<file path="config.mk">
export PLATFORM = sky130hd
export DESIGN_NAME = mmm_rank
export DESIGN_NICKNAME = d
export VERILOG_FILES = /design/src/rtl/mmm_pkg.sv /design/src/rtl/mmm_rank.sv
export SDC_FILE = /design/constraint.sdc
export NUM_CORES = 1
export LEC_CHECK = 0
export BUFFER_PORTS_ARGS = -buffer_cell sky130_fd_sc_hd__buf_2
export CORE_ASPECT_RATIO = 1.2
export CORE_MARGIN = 1
export CORE_UTILIZATION = 48
export CTS_CLUSTER_DIAMETER = 30
export DETAILED_ROUTE_END_ITERATION = 8
export HOLD_SLACK_MARGIN = 0.03
export PLACE_DENSITY = 0.78
export SETUP_SLACK_MARGIN = 0.05
export SYNTH_ARGS = -nofsm -noshare
export SYNTH_HDL_FRONTEND = slang
export SYNTH_SLANG_ARGS = --single-unit
</file>
<file path="constraint.sdc">
create_clock -name clk -period 2.3 [get_ports clk]
set_input_delay 0.115 -clock clk [delete_from_list [all_inputs] [get_ports clk]]
set_output_delay 0.115 -clock clk [all_outputs]
set_load 0.02 [all_outputs]
</file>
<file path="src/rtl/mmm_pkg.sv">
// shared types and constants of the multichannel moving median unit
package mmm_pkg;

    localparam int CH_W     = 5;
    localparam int SAMPLE_W = 16;
    localparam int LEN_W    = 6;

    localparam logic [LEN_W-1:0] LEN_RESET = 6'd5;

    typedef logic signed [SAMPLE_W-1:0] sample_t;

    // sequencer to rank unit
    typedef struct packed {
        logic cand_load;
        logic cmp_en;
    } rank_ctrl_t;

    // rank unit to sequencer
    typedef struct packed {
        logic    found;
        sample_t value;
    } rank_stat_t;

endpackage

</file>
<file path="src/rtl/mmm_rank.sv">
// shared compare unit with less-than and less-or-equal counters for rank selection
module mmm_rank import mmm_pkg::*;
(
    input  logic             clk,
    input  logic             rst_n,
    input  rank_ctrl_t       ctrl,
    input  sample_t          rd_data,
    input  logic [LEN_W-1:0] rank,
    output rank_stat_t       stat
);

    sample_t          cand_reg;
    logic [LEN_W-1:0] lt_cnt_reg;
    logic [LEN_W-1:0] le_cnt_reg;
    logic [LEN_W-1:0] lt_cnt_next;
    logic [LEN_W-1:0] le_cnt_next;
    logic             is_lt;
    logic             is_le;

    assign is_lt = rd_data < cand_reg;
    assign is_le = is_lt || (rd_data == cand_reg);

    always_comb
    begin
        priority if (ctrl.cand_load)
        begin
            lt_cnt_next = '0;
            le_cnt_next = '0;
        end
        else if (ctrl.cmp_en)
        begin
            lt_cnt_next = lt_cnt_reg + LEN_W'(is_lt);
            le_cnt_next = le_cnt_reg + LEN_W'(is_le);
        end
        else
        begin
            lt_cnt_next = lt_cnt_reg;
            le_cnt_next = le_cnt_reg;
        end
    end

    always_ff @(posedge clk or negedge rst_n)
    begin
        if (!rst_n)
        begin
            lt_cnt_reg <= '0;
            le_cnt_reg <= '0;
        end
        else
        begin
            lt_cnt_reg <= lt_cnt_next;
            le_cnt_reg <= le_cnt_next;
        end
    end

    always_ff @(posedge clk)
    begin
        if (ctrl.cand_load)
        begin
            cand_reg <= rd_data;
        end
    end

    // candidate holds the requested rank when rank falls in [less, less-or-equal)
    assign stat.found = (lt_cnt_reg <= rank) && (rank < le_cnt_reg);
    assign stat.value = cand_reg;

endmodule

</file>
==> reports/qor.yml <==
final_util: 0.7051
layout_setup_ws_ns: -0.1116
worstPathArrival_ns: 2.63
ir_drop_mv: 0.3456
crit_type: "reg2reg"
largest_reg_flops: 16
initial_utilization: 0.5199
rows: 23
cts_tree: "done"
crit_path_start: "cand_reg[14]$_DFFE_PP_"
drive_above_1_share: 0.3540
synth.distinct_cells: 33
max_cap_violations: 0
worst_hold_path_type: "in2reg"
multi_input_area_um2: 1082
max_freq_mhz: 414.7
ys_ff_latch: 28
core_um2: 3453
critPathLaunchType: "flop"
rrSetupSlack_ns: -0.11
antenna_found_initial: 0
nNetsFinal: 284
grt_setup_unrepaired: "yes"
drc: 3
slew_headroom: 0.5804
gp_congestion: 0.7555
critPathMaxFanout: 4
endpoint_kind: "flop"
synth_area_um2: 1795
fin_worst_skew_ns: 0.005301
layout_commonest_cell: "buf_2"
hold_ws_ns: 0.03810
p_leak_uw: 0.001166
numPortBuffers: 42
postRouteAntennaNets: 0
grt_pass1_vias: 1366
dp_slack_ns: -0.1862
synth_edf_count: 16
violations: "DRC, setup timing"
hold_viol: 0
fin_setup_tns_ns: -0.3897
diodes: 0
grt_util_all_layers: 0.1930
nFillCells: 259
grt_max_degree: 29
setup_viol: 9
die_h_um: 69.00
ys.flop_type: "edfxtp_1"
htreeDepth: 1
wl_per_cell_um: 14.25
syn_inst: 165
routed_wl_um: 3749
timing.final.max_slew_violations: 0
drt_iter0_drc: 19
powerDensity_nw_per_um2: 508.3
syn_nets: 222
synthToLayoutAreaGrowth_pct: 35.61
num_io_pins: 43
final-seq-area_um2: 780.7
grt_overflow: 0
ys_warn_count: 0
regToRegStartpoint: "cand_reg[14]$_DFFE_PP_"
layout_common_cells: "buf_2, inv_1, ha_1, edfxtp_1"
min_period_over_period: 1.049
clk_latency_ns: 0.28
die_x_um: 57.83
total_power_uw: 1238
die_area_um2: 3990
worstHoldStart: "rd_data[7]"
cts_buffers: 3
vias: 1365
path_clk_slew_ns: 0.10
synth_seq_area_share: 0.4348
finalCriticalPeriod_ns: 2.412
cts.path.max_buffers: 2
cts.sinks: 28
cts-root-buf: "clkbuf_8"
status: "complete, but fails checks"
async_flop_share: 0.4286
avgSynthCellArea_um2: 10.88
required_ns: 2.51
firstDrtPassIters: 6
vias_per_cell: 5.190
dp_hpwl_um: 2773
worst_slew_pin_slew_ns: 0.6295
grt_pass1_wl_um: 5796
-- layout make-up --
type / instances / share of cell area
Tap cell: 37 / 0.01901
Inverter: 30 / 0.04625
Clock buffer: 3 / 0.01696
Multi-Input combinational cell: 105 / 0.4445
Clock inverter: 1 / 0.001542
Sequential cell: 28 / 0.3207
Timing Repair Buffer: 59 / 0.1511
-- metal layers --
layer	vias to the layer above	track usage	wire length [µm]	share of wire
met5	-	0	0	0
met4	0	0.07143	48	0.013
met3	5	0.01866	108	0.029
met2	23	0.3534	1918	0.51
met1	636	0.2356	1673	0.45
li1	701	-	-	-
-- worst max-delay path, cell delays in order, from the launching register on --
cell      delay [ns]
edfxtp_1        0.37
inv_2           0.05
ha_4            0.28
nand4_4         0.13
nor4_4          0.32
o21ai_2         0.09
nand3_2         0.09
mux2i_1         0.20
ha_2            0.24
nand4_2         0.10
or3_1           0.34
a21oi_2         0.12
-- stage by stage --
step | instance area [µm²] | cells
2_1_floorplan | 1826 | 165
3_3_place_gp | 2093 | 245
5_1_grt | 2435 | 263
3_5_place_dp | 2093 | 245
6_report | 2435 | 263
4_1_cts | 2288 | 259
-- kinds of logic after synthesis --
logic type / after synthesis / share of synthesized area
AOI/OAI and AO/OA: 26 / 0.09825
xor gates and xnor gates: 7 / 0.03415
adders and majority gates: 31 / 0.2160
buffers and inverters: 32 / 0.06899
DFF: 28 / 0.4348
muxes: 5 / 0.02788
and+or+nand+nor: 36 / 0.1199
-- worst paths after layout --
kind                       depth (start not counted)                        end
setup / recovery                                  11  le_cnt_reg[5]$_DFFE_PN0P_
hold / removal                                     1      cand_reg[7]$_DFFE_PP_
min in group asynchronous                          2  lt_cnt_reg[0]$_DFFE_PN0P_
hold reg to reg                                    2  le_cnt_reg[5]$_DFFE_PN0P_
max in group asynchronous                          2  le_cnt_reg[1]$_DFFE_PN0P_
setup reg to reg                                  11  le_cnt_reg[5]$_DFFE_PN0P_
-- what timing repair did --
item	4_1_cts	5_1_grt
setup buffers	0	2
endpoints found under the setup margin	11	13
hold buffers	10	2
pin swaps	2	7
hold endpoints to repair	21	2
gates resized for setup	6	18
-- cells in the mapped netlist (all sizes together), types with 4 or more instances --
| cell | instances | area (µm²) |
|---|---|---|
| inv | 30 | 112.6 |
| ha | 31 | 387.9 |
| edfxtp | 16 | 480.5 |
| nand2 | 6 | 30.03 |
| o21ai | 6 | 30.02 |
| nor2 | 12 | 45.04 |
| xnor2 | 4 | 35.03 |
| dfrtp | 12 | 300.3 |
| mux2i | 5 | 50.05 |
| nand4 | 7 | 62.56 |
| a21oi | 9 | 45.04 |
-- power breakdown --
part	internal, µW	switching (µW)	total (µW)
Sequential	567	25.1	592
Combinational	170	190	359
Clock	121	165	286
Total	857	380	1240
(Power assumes the default switching activity.)
